### src/hdl/vtpc_pkg.sv
// Shared types and constants for the vertex transform and projection core.
// No dependencies.
package vtpc_pkg;

    localparam int COORD_BITS_DEF   = 32;
    localparam int MATRIX_SHIFT_DEF = 14;

    localparam int WORD_W      = 32;
    localparam int FLAGS_W     = 11;
    localparam int AXES        = 3;
    localparam int ROW_WORDS   = 4;
    localparam int ORIGIN_BASE = 12;
    localparam int COEF_COUNT  = 15;
    localparam int CFG_IDX_W   = 3;
    localparam int FIFO_DEPTH  = 8;
    localparam int DIV_BITS    = 63;

    localparam logic signed [31:0] NEAR_DEPTH = 32'sd32;
    localparam logic signed [31:0] FAR_DEPTH  = 32'sd11232;

    localparam logic [FLAGS_W-1:0] FLAG_SPLIT1 = 11'h001;
    localparam logic [FLAGS_W-1:0] FLAG_SPLIT2 = 11'h002;
    localparam logic [FLAGS_W-1:0] FLAG_LEFT   = 11'h008;
    localparam logic [FLAGS_W-1:0] FLAG_RIGHT  = 11'h010;
    localparam logic [FLAGS_W-1:0] FLAG_TOP    = 11'h020;
    localparam logic [FLAGS_W-1:0] FLAG_BOTTOM = 11'h040;
    localparam logic [FLAGS_W-1:0] FLAG_FADE   = 11'h080;
    localparam logic [FLAGS_W-1:0] FLAG_NEAR   = 11'h100;
    localparam logic [FLAGS_W-1:0] FLAG_PROJ   = 11'h400;

    localparam logic [1:0] MODE_PARALLEL = 2'd0;
    localparam logic [1:0] MODE_STANDARD = 2'd1;
    localparam logic [1:0] MODE_CIRCULAR = 2'd2;

    localparam logic REQ_WRITE  = 1'b0;
    localparam logic REQ_VERTEX = 1'b1;

    localparam logic [CFG_IDX_W-1:0] CFG_MODE         = 3'd0;
    localparam logic [CFG_IDX_W-1:0] CFG_LENS         = 3'd1;
    localparam logic [CFG_IDX_W-1:0] CFG_CENTER       = 3'd2;
    localparam logic [CFG_IDX_W-1:0] CFG_WINDOW       = 3'd3;
    localparam logic [CFG_IDX_W-1:0] CFG_FADE_LIMIT   = 3'd4;
    localparam logic [CFG_IDX_W-1:0] CFG_SPLITS       = 3'd5;
    localparam logic [CFG_IDX_W-1:0] CFG_ZOOM         = 3'd6;
    localparam logic [CFG_IDX_W-1:0] CFG_DEPTH_OFFSET = 3'd7;

    typedef struct packed {
        logic [1:0]  mode;
        logic [15:0] lens;
        logic [15:0] center_x;
        logic [15:0] center_y;
        logic [15:0] width;
        logic [15:0] height;
        logic [30:0] fade_limit;
        logic [15:0] split1;
        logic [15:0] split2;
        logic [30:0] zoom;
        logic [31:0] depth_offset;
    } cfg_t;

    // Transformed vertex passed from front to back
    typedef struct packed {
        logic [31:0]        tx;
        logic [31:0]        ty;
        logic [31:0]        tz;
        logic [FLAGS_W-1:0] flags;
    } point_t;

endpackage

### src/hdl/vtpc_fifo.sv
// Small register queue between the transform front and the projection back.
// Depends on vtpc_pkg for point_t.
module vtpc_fifo
    import vtpc_pkg::*;
#(
    parameter int DEPTH = FIFO_DEPTH
)
(
    input  logic                         clk,
    input  logic                         rst_n,
    input  logic                         push,
    input  point_t                       push_data,
    input  logic                         pop,
    output point_t                       pop_data,
    output logic                         empty,
    output logic [$clog2(DEPTH+1)-1:0]   count
);

    localparam int PTR_W = (DEPTH > 1) ? $clog2(DEPTH) : 1;
    localparam int CNT_W = $clog2(DEPTH+1);

    point_t           mem_reg [DEPTH];
    logic [PTR_W-1:0] wr_ptr_reg, wr_ptr_next;
    logic [PTR_W-1:0] rd_ptr_reg, rd_ptr_next;
    logic [CNT_W-1:0] count_reg, count_next;

    // Advance pointers with explicit wrap
    always_comb
    begin
        wr_ptr_next = wr_ptr_reg;
        rd_ptr_next = rd_ptr_reg;
        count_next  = count_reg;
        if (push)
        begin
            wr_ptr_next = (wr_ptr_reg == PTR_W'(DEPTH-1)) ? '0 : wr_ptr_reg + 1'b1;
        end
        if (pop)
        begin
            rd_ptr_next = (rd_ptr_reg == PTR_W'(DEPTH-1)) ? '0 : rd_ptr_reg + 1'b1;
        end
        if (push && !pop)
        begin
            count_next = count_reg + 1'b1;
        end
        else if (pop && !push)
        begin
            count_next = count_reg - 1'b1;
        end
    end

    always_ff @(posedge clk or negedge rst_n)
    begin
        if (!rst_n)
        begin
            wr_ptr_reg <= '0;
            rd_ptr_reg <= '0;
            count_reg  <= '0;
        end
        else
        begin
            wr_ptr_reg <= wr_ptr_next;
            rd_ptr_reg <= rd_ptr_next;
            count_reg  <= count_next;
        end
    end

    // Store entries on push
    always_ff @(posedge clk)
    begin
        if (push)
        begin
            mem_reg[wr_ptr_reg] <= push_data;
        end
    end

    assign pop_data = mem_reg[rd_ptr_reg];
    assign empty    = (count_reg == '0);
    assign count    = count_reg;

endmodule

### config.mk
export PLATFORM = sky130hd
export DESIGN_NAME = vtpc_fifo
export DESIGN_NICKNAME = d
export VERILOG_FILES = /design/src/hdl/vtpc_pkg.sv /design/src/hdl/vtpc_fifo.sv
export SDC_FILE = /design/constraint.sdc
export NUM_CORES = 1
export LEC_CHECK = 0
export BUFFER_PORTS_ARGS = -buffer_cell sky130_fd_sc_hd__buf_2
export CELL_PAD_IN_SITES_DETAIL_PLACEMENT = 0
export CELL_PAD_IN_SITES_GLOBAL_PLACEMENT = 1
export CORE_ASPECT_RATIO = 0.6
export CORE_MARGIN = 1.5
export CORE_UTILIZATION = 56
export CTS_BUF_LIST = sky130_fd_sc_hd__clkbuf_4 sky130_fd_sc_hd__clkbuf_8
export DETAILED_ROUTE_END_ITERATION = 8
export GPL_TIMING_DRIVEN = 0
export PLACE_DENSITY_LB_ADDON = 0.1
export SETUP_SLACK_MARGIN = 0.05
export SYNTH_ARGS = -nofsm -noshare
export SYNTH_HDL_FRONTEND = slang
export SYNTH_SLANG_ARGS = --single-unit
### constraint.sdc
create_clock -name clk -period 11.5 [get_ports clk]
set_clock_uncertainty 0.05 [all_clocks]
set_input_delay 2.3 -clock clk [delete_from_list [all_inputs] [get_ports clk]]
set_output_delay 2.3 -clock clk [all_outputs]
set_load 0.02 [all_outputs]
==> impl_metrics.ini, run 1 <==
[flow_run]
maxCapViolations = 0

[timing]
slew_headroom_pct = 30.80
hold_viol = 0
finalSetupTns_ns = 0
min_period_ns = 5.712
period_share_pct = 49.67
setup_violations = 0
final_max_slew_viol_count = 0
max_slew.worst_pin.slew_ns = 1.032
rsz0062_at_grt = false
max_clock_freq_ghz = 0.1751

[layout]
drive_gt1_share_pct = 46.70
final_core_util_pct = 66.36
area_delta_synth_final_pct = 16.10
largest_register_ffs = 856
finalInstanceArea_sq_um = 38450
fin_nets = 1817

[power_and_ir_drop]
peakVddDrop_uv = 126.7
power_density_nw_per_um2 = 257.5
leakagePower_uw = 0.01287
p_seq_share_pct = 40.8
combPwrFrac_pct = 36.1
p_int_uw = 6791
clock_power_share_pct = 23.1
swShare_pct = 31.42
p_sw_uw = 3112

[setup_path]
rr_worst_depth = 5
worstSetupEndpointType = output pin
r2r-end = mem_reg[6][57]
critPathMaxFanout = 10
r2r_slack_ns = 8.80
crit_type = reg2out
crit_path_start_kind = flop
worstPathRequired_ns = 9.15
arrival_ns = 3.36
worstReg2RegStart = wr_ptr_reg[0]

[routing]
wl_per_cell_um = 26.18
drt_iter0_drc = 1309
ant_nets = 0
vias_per_cell = 5.830
via_count = 14955
dr.pass1.iters = 5
drc = 0
wl_um = 67140

[synth]
syn_inst = 1302
synth_nets = 1421
ys_seq_area_share_pct = 78.37
yosysWarningCount = 0
ys_seq_elements = 866
syn-cell-area_sq_um = 33120
synth_cell_types = 29
avgSynthCellArea_sq_um = 25.44

[grt]
grt_use_met2_pct = 35.97
grt_pass1_vias = 15539
antenna_found_initial = 7
grt_max_degree = 28
grt.busiest_layer = met2
grt_usage_pct = 22.89
met1_usage_pct = 33.68
grt_pass1_wl_um = 99770
gr-total-overflow = 0
gr-usage-met3_pct = 4.556

[floorplan]
core_sq_um = 57940
start_util_pct = 57.16
core.rowCount = 68
dieWidth_um = 317.0
io_pins = 223
die-height_um = 191.4
dieArea_sq_um = 60660

[clock_tree]
cts-root-buf = clkbuf_8
hold_buffers = 0
cts_setup_buffers = 0
cts_tree = yes
post_cts_resize_count = 0
clk_path_buf_depth = 3
clock_latency_ns = 0.72
cts_sinks = 866
htree_levels = 3
numCtsBuffers = 118
clk_pin_slew_ns = 0.07

[run_status]
status = finished, final reports clean

[worst_hold_path]
min_to = count[2]
hold_depth = 2
worstHoldPathType = reg2reg
hold_path.startpoint = count[2]

[placement]
place_area_sq_um = 36130
dpl.hpwl_um = 42400
numPortBuffers = 222
place_congestion = 0.7276
[metrics by stage]
stage | std cells | power [uW] | hold WS (ns) | setup slack (ns)
after floorplan | 1302 | 6627 | 0.4736 | 1.120
after global placement | 2294 | 7749 | 0.4807 | -7.017
after detailed placement | 2348 | 7763 | 0.5008 | 6.429
after CTS | 2560 | 10050 | 0.5169 | 5.599
after global routing | 2561 | 10360 | 0.5593 | 5.595
final | 2565 | 9903 | 0.5083 | 5.788
[power by group through the flow]
| stage | Clock, uW | Combinational (uW) | Sequential (uW) |
|---|---|---|---|
| final | 2290 | 3580 | 4040 |
| after global routing | 2480 | 3810 | 4070 |
| after CTS | 2350 | 3670 | 4040 |
| after detailed placement | 0 | 3660 | 4110 |
| after global placement | 0 | 3470 | 4280 |
| after floorplan | 0 | 2460 | 4170 |
[layer usage]
metal / vias up / routed length, um
met5: - / 27
met2: 425 / 32750
li1: 6427 / -
met4: 4 / 943
met3: 80 / 4017
met1: 8019 / 29400
[cells by family after synthesis]
logic type,Yosys count,synth area share (%)
flip-flops,866,78.37
multiplexers,327,19.18
AO/OA/AOI/OAI,8,0.1549
buffers and inverters,65,1.526
XOR/XNOR,2,0.05290
AND/OR/NAND/NOR,26,0.3891
adder cells (fa/ha/maj),8,0.3249
[worst max-delay path by stage]
| stage | endpoint | from | slack, ns |
|---|---|---|---|
| floorplan | mem_reg[0][0] | push | 1.12 |
| global placement | mem_reg[0][58] | push | -7.02 |
| detailed placement | pop_data[44] | rd_ptr_reg[1] | 6.43 |
| CTS | pop_data[44] | rd_ptr_reg[1] | 5.60 |
| global route | pop_data[44] | rd_ptr_reg[1] | 5.60 |
| finish | pop_data[19] | rd_ptr_reg[1] | 5.79 |
[final cells by class]
cell class | count | area, sq um
well taps | 770 | 963.4
plain buffers | 61 | 490.5
multi-input cells | 371 | 6714
repair buffers | 276 | 1997
flip-flops and latches | 866 | 25950
inverters | 4 | 15.01
clock inverters | 50 | 317.8
fillers | 3748 | 19490
diodes | 5 | 12.51
clock buffers | 162 | 1986
[cells in the final DEF (no fill, tap or decap), drive strengths merged]
cell type  synthesis  layout
nand2b             2       2
mux4             214     214
nor2               8       8
nand2              5       5
diode              0       5
nand3              2       2
nand3b             3       3
nor3               3       3
a21oi              2       2
edfxtp           856     856
clkbuf            19     181
mux2             112     112
o211ai             2       2
dfrtp             10      10
xnor2              2       2
or4                1       1
nor4               1       1
or3                1       1
mux2i              1       1
ha                 7       7
inv                4       9
buf               42     318
fa                 1       1
o21ai              3       3
bufinv             0       3
a2111o             1       1
clkinv             0      41
clkinvlp           0       1
[cells in the mapped netlist]
master    count  share of area [%]
o211ai_1      2              0.045
nor4_1        1              0.019
edfxtp_1    856                 78
nor3_1        3              0.045
clkbuf_1     19               0.22
nor2_1        8              0.091
nand3b_1      3              0.068
buf_2        24               0.36
ha_1          7               0.26
mux2_2       42                1.4
a2111o_1      1              0.034
buf_12       11               0.66
mux4_2      214                 15
or4_1         1              0.023
nand2b_1      2              0.038
inv_1         4              0.045
mux2_4       70                3.2
buf_8         1              0.045
o21ai_0       3              0.045
nand2_1       5              0.057
fa_1          1              0.060
nand3_1       2              0.030
a21oi_1       2              0.030
or3_1         1              0.019
buf_6         5               0.17
dfrtp_1      10               0.76
xnor2_1       2              0.053
mux2i_1       1              0.030
buf_4         1              0.023
[worst max-delay path: stages, from the launching register on]
cell,delay [ns]
dfrtp_1,0.37
buf_2,0.29
clkbuf_1,0.68
buf_2,0.45
mux4_2,0.38
mux2_4,0.30
buf_2,0.17
(Power assumes the default switching activity.)
==> run 2, diff against run 1 <==
--- a/config.mk
+++ b/config.mk
@@ -10,7 +10,7 @@
 export CELL_PAD_IN_SITES_GLOBAL_PLACEMENT = 1
 export CORE_ASPECT_RATIO = 0.6
 export CORE_MARGIN = 1.5
-export CORE_UTILIZATION = 56
+export CORE_UTILIZATION = 51
 export CTS_BUF_LIST = sky130_fd_sc_hd__clkbuf_4 sky130_fd_sc_hd__clkbuf_8
 export DETAILED_ROUTE_END_ITERATION = 8
 export GPL_TIMING_DRIVEN = 0
==> constraint.sdc (replaced) <==
create_clock -name clk -period 4.6 [get_ports clk]
set_clock_uncertainty 0.05 [all_clocks]
set_input_delay 0.92 -clock clk [delete_from_list [all_inputs] [get_ports clk]]
set_output_delay 0.92 -clock clk [all_outputs]
set_load 0.02 [all_outputs]
==> run 2 against run 1 <==
Non-clock buffer count fell by 4. Clock-buffer cell count rose by 3. Wire length up 0.80%. Design area increased by 0.96%.
==> impl_metrics.ini, run 2 (synthesis results as in run 1) <==
[run_status]
status = finished, final reports clean

[setup_path]
critPathMaxStageDelay_ns = 0.69
slowest_stage = clkdlybuf4s15_1
worstSetupEndpointType = output pin
worstPathRequired_ns = 3.63
crit_chain = buf_2 -> clkdlybuf4s15_1 -> buf_2 -> mux4_2 -> mux2_4 -> buf_2
crit_type = reg2out
r2r-end = mem_reg[0][90]
cp_common_cell = buf_2
r2r_slack_ns = 1.90
crit_path_start_kind = flop
rr_worst_depth = 6
arrival_ns = 3.35
cp-startpoint = rd_ptr_reg[1]
critPathMaxFanout = 10
worstReg2RegStart = wr_ptr_reg[2]
cp-endpoint = pop_data[106]

[grt]
grt_max_degree = 26
grt_usage_pct = 20.91
grt_pass1_vias = 15562
antenna_found_initial = 10
grt_pass1_wl_um = 101300
gr-total-overflow = 0

[floorplan]
dieWidth_um = 332.0
core_sq_um = 64320
die-height_um = 200.4
start_util_pct = 51.49
dieArea_sq_um = 66530
io_pins = 223
core.rowCount = 72

[layout]
finalInstanceArea_sq_um = 38820
layout.cells.most_common = edfxtp_1
multi_input_area_sq_um = 6726
fill_cells = 4538
final_core_util_pct = 60.35
ff_latch_area_sq_um = 25950
largest_register_ffs = 856
fin_nets = 1816
area_delta_synth_final_pct = 17.21
drive_gt1_share_pct = 46.73
fin_cells = 2646
final_cell_mix = edfxtp_1, buf_2, mux4_2

[clock_tree]
cts-root-buf = clkbuf_8
cts_setup_buffers = 0
clk_pin_slew_ns = 0.07
numCtsBuffers = 121
cts_sinks = 866
htree_levels = 3
cts_tree = yes
clk_path_buf_depth = 3
clock_latency_ns = 0.73

[timing]
period_share_pct = 93.85
whs_ns = 0.3721
setup_violations = 0
max_slew.worst_pin.slew_ns = 1.078
max_clock_freq_ghz = 0.2316
min_period_ns = 4.317
hold_viol = 0
rsz0062_at_grt = false
slew_headroom_pct = 28.13
final_max_slew_viol_count = 0

[routing]
vias_per_cell = 5.546
drc = 0
drt_iter0_drc = 1265
ant_nets = 0
dr.pass1.iters = 5
wl_um = 67680
wl_per_cell_um = 25.58
via_count = 14674

[placement]
numPortBuffers = 222
place_area_sq_um = 36480
place_congestion = 0.7074
dpl.hpwl_um = 42600
place_inst = 2424

[power_and_ir_drop]
total_power_uw = 24900
power_density_nw_per_um2 = 641.3
leakagePower_uw = 0.01296
peakVddDrop_uv = 338.6

[worst_hold_path]
worstHoldPathType = in2reg
hold_depth = 1

[flow_run]
maxCapViolations = 0
run 2: changes by cell type in the layout (fill, tap and decap cells not counted), moves of 2 or more:
| cell | delta |
|---|---|
| clkinvlp_4 | +2 |
| clkbuf_4 | +3 |
| nor3_2 | -2 |
| buf_16 | +18 |
| clkinv_2 | +7 |
| inv_6 | -4 |
| buf_6 | -22 |
| nor3_4 | +2 |
run 2: how the worst min path moves through the flow:
stage,from,endpoint
after floorplan,wr_ptr_reg[2],wr_ptr_reg[2]
after global placement,count[2],count[2]
after detailed placement,count[2],count[2]
after CTS,push_data[104],mem_reg[6][104]
after global routing,push_data[98],mem_reg[0][98]
final,push_data[104],mem_reg[5][104]
run 2: area by class of cell:
| class | count | share of cell area (%) |
|---|---|---|
| diodes | 4 | 0.02578 |
| clock buffers | 165 | 5.173 |
| inverters | 4 | 0.03868 |
| flip-flops and latches | 866 | 66.86 |
| well taps | 851 | 2.743 |
| multi-input cells | 371 | 17.33 |
| repair buffers | 272 | 5.756 |
| plain buffers | 61 | 1.280 |
| clock inverters | 52 | 0.7961 |
run 2: power by group:
part	internal (uW)	switching [uW]	leakage, uW
Combinational	4260	4780	0.00382
Clock	2980	2780	0.00124
Sequential	9850	243	0.00790
Total	17100	7800	0.0130
run 2: stage by stage:
stage / TNS, ns / setup slack (ns)
final: 0 / 0.2830
after global routing: 0 / 0.06084
after CTS: 0 / 0.09336
after detailed placement: 0 / 0.9022
after global placement: -5050.82 / -6.653
after floorplan: -1054.59 / -1.523
run 2: per-layer routing:
| metal | vias up | part of all wire [%] | track usage (%) |
|---|---|---|---|
| li1 | 6416 | - | - |
| met1 | 7776 | 44 | 29.62 |
| met2 | 358 | 49 | 33.20 |
| met3 | 110 | 5.6 | 5.044 |
| met4 | 14 | 1.7 | 5.226 |
| met5 | - | 0.11 | 0 |
run 2: what timing repair did:
item | in CTS | in global routing
hold buffers | 1 | 0
hold endpoints to repair | 10 | 0
setup endpoints to repair | 0 | 1
gates resized for setup | 0 | 2
run 2: critical path: cells and delay by family, from the launching register on:
kind                   cells  cell delay, ns
muxes                      2            0.65
DFF                        1            0.34
buffers and inverters      4            1.63
